### src/rtl/core/fswp_pkg.sv
// ----------------------------------------------------------------------------
// fswp_pkg
// shared types and constants for the flash stream word packer
// ----------------------------------------------------------------------------
package fswp_pkg;

	// default geometry of the flash part
	localparam int SECTOR_BYTES_DEF = 4096;
	localparam int ADDRESS_BITS_DEF = 24;

	// fixed field widths
	localparam int DATA_W      = 8;
	localparam int START_W     = 24;
	localparam int SECTOR_NUM_W = 12;
	localparam int WORD_ADDR_W = 24;
	localparam int WORD_W      = 32;

	// result queue geometry
	localparam int QUEUE_DEPTH = 4;
	localparam int QUEUE_PTR_W = 2;
	localparam int QUEUE_CNT_W = 3;

	// flash command codes
	typedef enum logic {
		OP_ERASE = 1'b0,
		OP_WRITE = 1'b1
	} flash_op_t;

	// one flash command as stored in the result queue
	typedef struct packed {
		flash_op_t                 flash_op;
		logic [SECTOR_NUM_W-1:0]   sector_number;
		logic [WORD_ADDR_W-1:0]    word_address;
		logic [WORD_W-1:0]         word_data;
		logic                      last_of_run;
	} result_t;

endpackage

### src/rtl/core/fswp_if.sv
// ----------------------------------------------------------------------------
// fswp channel interfaces
// valid/ready channels for stream bytes, flash commands and configuration
// ----------------------------------------------------------------------------

// image byte stream
interface fswp_byte_if;
	logic                           valid;
	logic                           ready;
	logic [fswp_pkg::DATA_W-1:0]    data_byte;

	modport source (output valid, output data_byte, input ready);
	modport sink   (input valid, input data_byte, output ready);
endinterface

// flash command stream
interface fswp_op_if;
	logic                               valid;
	logic                               ready;
	fswp_pkg::flash_op_t                flash_op;
	logic [fswp_pkg::SECTOR_NUM_W-1:0]  sector_number;
	logic [fswp_pkg::WORD_ADDR_W-1:0]   word_address;
	logic [fswp_pkg::WORD_W-1:0]        word_data;
	logic                               last_of_run;

	modport source (output valid, output flash_op, output sector_number,
		output word_address, output word_data, output last_of_run, input ready);
	modport sink   (input valid, input flash_op, input sector_number,
		input word_address, input word_data, input last_of_run, output ready);
endinterface

// start address register write channel
interface fswp_cfg_if;
	logic                           valid;
	logic                           ready;
	logic [fswp_pkg::START_W-1:0]   start_address;

	modport source (output valid, output start_address, input ready);
	modport sink   (input valid, input start_address, output ready);
endinterface

### src/rtl/core/flash_stream_word_packer_core.sv
// ----------------------------------------------------------------------------
// flash_stream_word_packer_core
// packs image bytes into 32-bit flash words and issues the sector erases
// ----------------------------------------------------------------------------
// Usage:
//   bytes : image byte stream, one byte per transaction, in stream order.
//   ops   : flash commands; erase (sector_number) or write (word_address,
//           word_data, first stream byte in bits 7:0). last_of_run marks the
//           final command caused by one byte.
//   cfg   : writes start_address; restarts packing and erase tracking. It is
//           always ready and must only be written while the block is idle.
// A byte that completes a word yields an optional erase of the next sector
// followed by the word write; other bytes are only held. A trailing partial
// word is never flushed.
// Throughput: one byte per cycle while the queue has room. The commands of a
// word are written into the queue when its fourth byte is taken; an erase is
// always followed by its write. Commands pass through a four-entry queue; bytes are
// refused while fewer than two entries are free, so a stalled receiver
// backs the byte stream up after at most three words.
// Reset: start address 0, no bytes held, queue empty, next erase sector 0.
// ----------------------------------------------------------------------------
module flash_stream_word_packer_core #(
	parameter int SECTOR_BYTES = fswp_pkg::SECTOR_BYTES_DEF,
	parameter int ADDRESS_BITS = fswp_pkg::ADDRESS_BITS_DEF
) (
	input  logic        clk,
	input  logic        arst_n,
	fswp_cfg_if.sink    cfg,
	fswp_byte_if.sink   bytes,
	fswp_op_if.source   ops
);

	// sector size is a power of two; sector index is a plain shift
	localparam int SECTOR_LOG = $clog2(SECTOR_BYTES);
	localparam int SECT_W     = ADDRESS_BITS - SECTOR_LOG;
	localparam int NES_W      = SECT_W + 1;
	localparam int START_W    = fswp_pkg::START_W;
	localparam int OUT_AW     = fswp_pkg::WORD_ADDR_W;
	localparam int SNUM_W     = fswp_pkg::SECTOR_NUM_W;
	localparam int PTR_W      = fswp_pkg::QUEUE_PTR_W;
	localparam int CNT_W      = fswp_pkg::QUEUE_CNT_W;
	localparam int DEPTH      = fswp_pkg::QUEUE_DEPTH;

	// packing state
	logic [23:0]               pend_bytes_q;
	logic [1:0]                pend_cnt_q;
	logic [ADDRESS_BITS-1:0]   wr_addr_q;
	logic [NES_W-1:0]          nes_q;

	// result queue
	fswp_pkg::result_t         queue_q [DEPTH];
	logic [PTR_W-1:0]          wr_ptr_q;
	logic [PTR_W-1:0]          rd_ptr_q;
	logic [CNT_W-1:0]          cnt_q;

	logic                      byte_acc;
	logic                      op_acc;
	logic                      word_done;
	logic [ADDRESS_BITS-1:0]   start_a;
	logic [ADDRESS_BITS+START_W-1:0] start_ext;
	logic [ADDRESS_BITS-1:0]   last_addr;
	logic [NES_W-1:0]          last_sect;
	logic                      need_erase;
	logic [NES_W+SNUM_W-1:0]   nes_ext;
	logic [ADDRESS_BITS+OUT_AW-1:0] wa_ext;
	fswp_pkg::result_t         erase_res;
	fswp_pkg::result_t         write_res;
	logic [1:0]                push_n;
	fswp_pkg::result_t         head;

	// handshakes
	assign cfg.ready   = 1'b1;
	assign bytes.ready = (cnt_q <= CNT_W'(DEPTH - 2));
	assign byte_acc    = bytes.valid & bytes.ready;
	assign op_acc      = ops.valid & ops.ready;
	assign word_done   = byte_acc & (pend_cnt_q == 2'd3);

	// start address reduced to the flash address width
	assign start_ext = {{ADDRESS_BITS{1'b0}}, cfg.start_address};
	assign start_a   = start_ext[ADDRESS_BITS-1:0];

	// sector of the word's last byte against the next sector to erase
	assign last_addr  = wr_addr_q + ADDRESS_BITS'(3);
	assign last_sect  = {1'b0, last_addr[ADDRESS_BITS-1:SECTOR_LOG]};
	assign need_erase = (last_sect >= nes_q);

	// command words
	assign nes_ext = {{SNUM_W{1'b0}}, nes_q};
	assign wa_ext  = {{OUT_AW{1'b0}}, wr_addr_q};

	always_comb begin
		erase_res               = '0;
		erase_res.flash_op      = fswp_pkg::OP_ERASE;
		erase_res.sector_number = nes_ext[SNUM_W-1:0];
		erase_res.last_of_run   = 1'b0;

		write_res               = '0;
		write_res.flash_op      = fswp_pkg::OP_WRITE;
		write_res.word_address  = wa_ext[OUT_AW-1:0];
		write_res.word_data     = {bytes.data_byte, pend_bytes_q};
		write_res.last_of_run   = 1'b1;
	end

	assign push_n = word_done ? (need_erase ? 2'd2 : 2'd1) : 2'd0;

	// packing and erase tracking
	always_ff @(posedge clk or negedge arst_n) begin
		if (!arst_n) begin
			pend_cnt_q <= '0;
			wr_addr_q  <= '0;
			nes_q      <= '0;
		end else if (cfg.valid) begin
			pend_cnt_q <= '0;
			wr_addr_q  <= start_a;
			nes_q      <= {1'b0, start_a[ADDRESS_BITS-1:SECTOR_LOG]};
		end else if (byte_acc) begin
			pend_cnt_q <= pend_cnt_q + 2'd1;
			if (word_done) begin
				wr_addr_q <= wr_addr_q + ADDRESS_BITS'(4);
				if (need_erase) begin
					nes_q <= nes_q + NES_W'(1);
				end
			end
		end
	end

	// held bytes, no reset needed
	always_ff @(posedge clk) begin
		if (byte_acc && !word_done) begin
			pend_bytes_q[8*pend_cnt_q +: 8] <= bytes.data_byte;
		end
	end

	// queue storage
	always_ff @(posedge clk) begin
		if (word_done) begin
			if (need_erase) begin
				queue_q[wr_ptr_q]         <= erase_res;
				queue_q[wr_ptr_q + 2'd1]  <= write_res;
			end else begin
				queue_q[wr_ptr_q]         <= write_res;
			end
		end
	end

	// queue pointers and fill count
	always_ff @(posedge clk or negedge arst_n) begin
		if (!arst_n) begin
			wr_ptr_q <= '0;
			rd_ptr_q <= '0;
			cnt_q    <= '0;
		end else begin
			wr_ptr_q <= wr_ptr_q + PTR_W'(push_n);
			if (op_acc) begin
				rd_ptr_q <= rd_ptr_q + PTR_W'(1);
			end
			cnt_q <= cnt_q + CNT_W'(push_n) - CNT_W'(op_acc);
		end
	end

	// output side
	assign head              = queue_q[rd_ptr_q];
	assign ops.valid         = (cnt_q != '0);
	assign ops.flash_op      = head.flash_op;
	assign ops.sector_number = head.sector_number;
	assign ops.word_address  = head.word_address;
	assign ops.word_data     = head.word_data;
	assign ops.last_of_run   = head.last_of_run;

	// checks
	a_cnt_bound: assert property (@(posedge clk) disable iff (!arst_n)
		cnt_q <= CNT_W'(DEPTH))
		else $error("result queue overfilled");

	a_no_push_partial: assert property (@(posedge clk) disable iff (!arst_n)
		(byte_acc && pend_cnt_q != 2'd3) |=> (cnt_q <= $past(cnt_q)))
		else $error("partial word produced a command");

	a_erase_has_write: assert property (@(posedge clk) disable iff (!arst_n)
		(ops.valid && head.flash_op == fswp_pkg::OP_ERASE) |-> (cnt_q >= CNT_W'(2)))
		else $error("erase queued without its write");

	a_nes_bound: assert property (@(posedge clk) disable iff (!arst_n)
		nes_q <= {1'b1, {SECT_W{1'b0}}})
		else $error("erase tracking ran past the top of flash");

	a_word_restart: assert property (@(posedge clk) disable iff (!arst_n)
		(word_done && !cfg.valid) |=> (pend_cnt_q == 2'd0))
		else $error("packer did not restart after a full word");

endmodule
### src/flat_wrapper.sv
// flat-port wrapper written by rule: the top's interface ports become plain ports
module flash_stream_word_packer_core_flat 
#(
	parameter int SECTOR_BYTES = fswp_pkg::SECTOR_BYTES_DEF,
	parameter int ADDRESS_BITS = fswp_pkg::ADDRESS_BITS_DEF
)
  (clk, arst_n, cfg_valid, cfg_start_address, cfg_ready, bytes_valid, bytes_data_byte, bytes_ready, ops_valid, ops_flash_op, ops_sector_number, ops_word_address, ops_word_data, ops_last_of_run, ops_ready);
  fswp_cfg_if cfg_i ();
  fswp_byte_if bytes_i ();
  fswp_op_if ops_i ();
  input  logic clk;
  input  logic arst_n;
  input wire logic [$bits(cfg_i.valid)-1:0] cfg_valid;
  input wire logic [$bits(cfg_i.start_address)-1:0] cfg_start_address;
  output wire logic [$bits(cfg_i.ready)-1:0] cfg_ready;
  input wire logic [$bits(bytes_i.valid)-1:0] bytes_valid;
  input wire logic [$bits(bytes_i.data_byte)-1:0] bytes_data_byte;
  output wire logic [$bits(bytes_i.ready)-1:0] bytes_ready;
  output wire logic [$bits(ops_i.valid)-1:0] ops_valid;
  output wire logic [$bits(ops_i.flash_op)-1:0] ops_flash_op;
  output wire logic [$bits(ops_i.sector_number)-1:0] ops_sector_number;
  output wire logic [$bits(ops_i.word_address)-1:0] ops_word_address;
  output wire logic [$bits(ops_i.word_data)-1:0] ops_word_data;
  output wire logic [$bits(ops_i.last_of_run)-1:0] ops_last_of_run;
  input wire logic [$bits(ops_i.ready)-1:0] ops_ready;
  assign cfg_i.valid = cfg_valid;
  assign cfg_i.start_address = cfg_start_address;
  assign cfg_ready = cfg_i.ready;
  assign bytes_i.valid = bytes_valid;
  assign bytes_i.data_byte = bytes_data_byte;
  assign bytes_ready = bytes_i.ready;
  assign ops_valid = ops_i.valid;
  assign ops_flash_op = ops_i.flash_op;
  assign ops_sector_number = ops_i.sector_number;
  assign ops_word_address = ops_i.word_address;
  assign ops_word_data = ops_i.word_data;
  assign ops_last_of_run = ops_i.last_of_run;
  assign ops_i.ready = ops_ready;
  flash_stream_word_packer_core #(.SECTOR_BYTES(SECTOR_BYTES), .ADDRESS_BITS(ADDRESS_BITS)) u_core (.clk(clk), .arst_n(arst_n), .cfg(cfg_i), .bytes(bytes_i), .ops(ops_i));
endmodule
### config.mk
export PLATFORM = sky130hd
export DESIGN_NAME = flash_stream_word_packer_core_flat
export DESIGN_NICKNAME = d
export VERILOG_FILES = /design/src/rtl/core/fswp_pkg.sv /design/src/rtl/core/fswp_if.sv /design/src/rtl/core/flash_stream_word_packer_core.sv /design/src/flat_wrapper.sv
export SDC_FILE = /design/constraint.sdc
export NUM_CORES = 1
export LEC_CHECK = 0
export ABC_AREA = 1
export BUFFER_PORTS_ARGS = -buffer_cell sky130_fd_sc_hd__buf_4
export CAP_MARGIN = 10
export CORE_MARGIN = 5
export CORE_UTILIZATION = 35
export DETAILED_ROUTE_END_ITERATION = 16
export GPL_TIMING_DRIVEN = 0
export PLACE_DENSITY = 0.5
export SYNTH_ARGS = -nofsm -noshare
export SYNTH_HDL_FRONTEND = slang
export SYNTH_SLANG_ARGS = --single-unit
### constraint.sdc
create_clock -name clk -period 10 [get_ports clk]
set_input_delay 2 -clock clk [delete_from_list [all_inputs] [get_ports clk]]
set_output_delay 2 -clock clk [all_outputs]
set_load 0.02 [all_outputs]
* Yosys cells after proc, flatten, opt, wreduce, memory -nomap -nowiden *
Memories as Yosys holds them, arrays and structs flattened.
Cells that the tools add are included.

word-level totals
  logic and storage cells = 54
  memory bits (writable) = 280
  register bits = 70
  memories kept = 1

memory list
  name            depth  width  read ports  clocked after Yosys merged registers in  wr ports  RTL line                             text
  u_core.queue_q  4      70     1           0                                        2         flash_stream_word_packer_core.sv:51  fswp_pkg::result_t queue_q [DEPTH];

cells by class
  shift-type cells = 2
  reductions and logical operators = 8
  bitwise operators = 4
  $lt $le $gt $ge = 2
  mux-type cells = 19
  equal/unequal tests = 1
  add/subtract/negate cells = 10

operators with widths
  operator                                                         count
  two-way mux 24 bit                                               3
  two-way mux 70 bit                                               1
  two-way mux 13 bit                                               4
  negator 5 -> 34 bit                                              1
  variable shift 8 x 34 -> 24 bit (first input constant)           1
  indexed part select 8 x 34 -> 24 bit                             1
  adder 24 x 2 -> 24 bit (second input constant)                   1
  adder 24 x 3 -> 24 bit (second input constant)                   1
  bitwise mux 24 bit                                               1
  adder 13 x 1 -> 13 bit (second input constant)                   1
  >= comparator 12 x 13 -> 1 bit                                   1
  two-way mux 2 bit                                                4
  adder 2 x 1 -> 2 bit (second input constant)                     3
  two-way mux 1 bit                                                6
  nonzero test 2 bit                                               3
  adder 3 x 2 -> 3 bit                                             1
  bitwise AND 1 bit                                                3
  less-or-equal comparator 3 x 2 -> 1 bit (second input constant)  1
  AND reduction 3 bit                                              1
  nonzero test 3 bit                                               1
  subtractor 3 x 1 -> 3 bit                                        1
  adder 2 bit                                                      1
  equality test 2 bit (second input constant)                      1
  AND reduction 2 bit                                              1
  other kinds (3)                                                  3

* Depth between registers and ports, before layout *
  word-level depth = 6
  depth in mapped cells = 23
  depth with buffers taken out = 21

* Worst setup path after synthesis *
Ideal clock, no wire load.

  path type = in2reg
  start = in bytes_valid
  end = mem u_core.queue_q[0][10] (netlist name), enable pin
  setup time = 0.415 ns
  stages on the path = 7
  arrival = 4.161 ns
  setup slack = 5.424 ns
  cells stage by stage = inv_2 > nor3_4 > nand2_2 > nor3_4 > nand2_2 > clkbuf_1 > nand2_1

RTL lines
  element          RTL line                             text
  start, declared  flat_wrapper.sv:16                   input wire logic [$bits(bytes_i.valid)-1:0] bytes_valid;
  end, declared    flash_stream_word_packer_core.sv:51

* Final worst setup path *
  start = reg u_core.rd_ptr_q[0]
  end = out ops_last_of_run

between the ends
  word-level cells in the longest chain between the ends = 1

RTL lines
  element                 RTL line                              text
  start, declared         flash_stream_word_packer_core.sv:53   logic [PTR_W-1:0] rd_ptr_q;
  start signal, assigned  flash_stream_word_packer_core.sv:155  rd_ptr_q <= rd_ptr_q + PTR_W'(1);
  memory (4 x 70 bit)     --
  end, declared           flat_wrapper.sv:24                    output wire logic [$bits(ops_i.last_of_run)-1:0] ops_last_of_run;

No other way between the ends.

==> results.md <==
- Status: complete, no violations
- Clock sinks: 346
- Hold Path Class: reg2reg
- Clk_skew: 0.02866 ns
- Crit start category: register
- Antenna violation net count after detailed routing: 0
- Layout cells sized above 1: 13.85%
- Maximum vdd drop: 0.0001399 V
- Finished Cell Area: 0.02056 mm²
- Grt met2 use: 35.48%
- First-pass GRT wire length: 89470 µm
- Layout fillers: 4915
- Clock transition at path regs: 0.06 ns
- DP HPWL: 40630 µm
- Chip height: 233.4 µm
- Setup WS pre-CTS: 4.853 ns
- Die area: 0.05449 mm²
- Tcrit/Tclk final: 55.34%
- R2r startpoint: u_core.wr_addr_q[3]$_DFFE_PN0P_
- Antenna violations before repair: 0
- Core Region: 0.04915 mm²
- Syn nets: 2042
- Power density over cell area: 239.4 mW/mm²
- Met1 Resource Use GR: 28.93%
- Gr ovfl total: 0
- Resized cells post-CTS: 0
- CP Launch Point: u_core.rd_ptr_q[0]$_DFFE_PN0P_
- Routability cong.: 0.8796
- Worst rel slew slack: 38.50%
- Post-Syn Area: 0.01747 mm²
- CP endpoint kind: output port
- Num rows: 81
- Final Slew Violations: 0
- Synth Instances: 1981
- Post-synth cell types: 40
- Count leader, synth: nand2_1
- Largest area contributor in the netlist: edfxtp_1
- Root buffer cell: clkbuf_16
- Antenna diode count: 0
- Port Buf Inserts: 108
- I/O pins: 110
- Fin nets: 2196
- Max-Cap Viols: 0
- Hold path start: u_core.queue_q[1][60]$_SDFFE_PP0P_
- Htree depth: 2
- Lkg Pwr: 8.554 nW
- Arrival @ worst endpoint: 3.53 ns
- FF/Latch Area: 0.009639 mm²
- TritonCTS clock tree: yes
- Post-CTS Hold Buffers: 0
- Critical Setup Path Class: reg2out
- Drt pass-1 iters: 7
- Sequential share of the synthesized area: 55.17%
- Max Clk Rate: 180.7 MHz
- Initial Utilization: 35.55%
- RSZ-0062 raised after global routing: false
- Worst-margin pin slew: 0.9143 ns
- Post-Route WL: 59270 µm
- Final hold viol count: 0
- Mean post-synth cell area: 8.820 µm²
- Busiest grt layer: met2
- # setup viols final: 0
- Tmin final: 5.534 ns
- Worst skew pair latency: 0.58 ns
- Vias in the first global route: 14890
- Postcts setup bufs: 0
- Drt first-iter violations: 1361
- Ranking of synthesized cells by area: edfxtp_1 43%, nand2_1 9.2%, nand3_1 7.0%, dfrtp_1 6.6%, dfxtp_1 6.0%
- Area delta synth->final: 17.65%
- Main flop type after synthesis: edfxtp_1
- Pin count of the biggest net entering global routing: 57
- Num CTS Buffers: 41
- DRC viols: 0
- Crit path max fanout: 10
- Share of the synthesized area in the top cell type: 42.62%
- Area of the multi-input gates: 0.006663 mm²
- Worst EP required: 8.00 ns
- Die W: 233.4 µm
- GR Util All Layers: 21.52%
- Drt via density: 5.260
- Clk buf depth: 3
- Post-synth EDFFs: 248
- Share of flip-flops with an asynchronous set or reset after synthesis: 13.29%
- Routing usage on met3: 4.206%
- Avg WL per Cell: 20.94 µm
- Routed via count: 14890
- Flops & latches, synth: 346
- Area post-placement: 0.01922 mm²
- Ys Warns: 0
- Setup TNS: 0 ns
- Synth top cells by count: 430 x nand2_1, 248 x edfxtp_1, 246 x nand3_1
- Worst setup slack after layout: 4.466 ns
-- power breakdown --
group / switching [W] / leakage (nW) / internal [W] / total, W
registers: 0.0000669 / 3.48 / 0.00158 / 0.00164
clock network: 0.000627 / 0.654 / 0.000886 / 0.00151
logic: 0.00119 / 4.42 / 0.000576 / 0.00176
total: 0.00188 / 8.55 / 0.00304 / 0.00492
-- cell usage in the layout (no fill, tap or decap), types with 41 or more instances in the layout --
cell type    n
nor2_1     212
buf_2       49
o21ai_0    166
nand2_1    426
o22ai_1     72
edfxtp_1   248
dfrtp_1     46
a21oi_1     89
clkbuf_16   41
inv_1      119
buf_4      123
clkbuf_1    89
nand3_1    246
dfxtp_1     52
-- area by class of cell --
type | count | area share, %
well taps | 664 | 4.041
repair buffers | 111 | 4.309
clock buffers | 49 | 5.332
clock inverters | 25 | 1.175
flip-flops and latches | 346 | 46.89
plain buffers | 154 | 3.536
inverters | 126 | 2.307
multi-input cells | 1355 | 32.41
-- per-stage QoR --
step | cells | power (W) | hold WS, ns | util, %
6_report | 2830 | 0.004920 | 0.4617 | 41.82
5_1_grt | 2830 | 0.005160 | 0.4772 | 41.82
4_1_cts | 2830 | 0.004968 | 0.4597 | 41.82
3_5_place_dp | 2756 | 0.003454 | 0.4510 | 39.10
3_3_place_gp | 2753 | 0.003446 | 0.4512 | 38.89
2_1_floorplan | 1981 | 0.002648 | 0.4372 | -
-- worst max-delay path, stage by stage (launching register included) --
cell and delay, ns:
dfrtp_1 0.54, clkbuf_1 0.39, inv_1 0.19, clkbuf_1 0.56, clkbuf_1 0.54, nor2_1 0.09
o22ai_1 0.35, buf_4 0.17, buf_4 0.13
-- path summary, 6_finish.rpt --
path | end | slack [ns] | cells past startpoint
setup / recovery | ops_last_of_run | 4.47 | 8
hold / removal | u_core.queue_q[1][60]$_SDFFE_PP0P_ | 0.46 | 2
setup reg to reg | u_core.cnt_q[2]$_DFF_PN0_ | 4.76 | 21
hold reg to reg | u_core.queue_q[1][60]$_SDFFE_PP0P_ | 0.46 | 2
max in group asynchronous | u_core.wr_addr_q[11]$_DFFE_PN0P_ | 8.02 | 1
min in group asynchronous | u_core.cnt_q[0]$_DFF_PN0_ | 1.49 | 1
-- sequential cells by signal, indices dropped and copies added (netlist names) --
| signal | flops |
|---|---|
| u_core.queue_q | 276 |
| u_core.pend_bytes_q | 24 |
| u_core.wr_addr_q | 24 |
| u_core.nes_q | 13 |
| u_core.cnt_q | 3 |
| u_core.pend_cnt_q | 2 |
| u_core.rd_ptr_q | 2 |
| u_core.wr_ptr_q | 2 |
-- routing by layer --
layer	part of all wire (%)	vias to the layer above	wire (µm)
met5	0	-	0
met2	47	550	27740
met1	43	7164	25590
met4	2.7	0	1610
met3	7.3	104	4332
li1	-	7068	-
-- cell families (layout without fill, tap and decap cells) --
group | Yosys count | in the layout | synth area share [%]
AO/OA/AOI/OAI | 377 | 377 | 12.24
XOR/XNOR | 32 | 32 | 1.604
adder cells (fa/ha/maj) | 24 | 24 | 1.762
buffers and inverters | 280 | 465 | 6.874
flip-flops | 346 | 346 | 55.17
other | 1 | 1 | 0.02146
AND/OR/NAND/NOR | 921 | 921 | 22.33
Power figures use the tool's default switching activity.
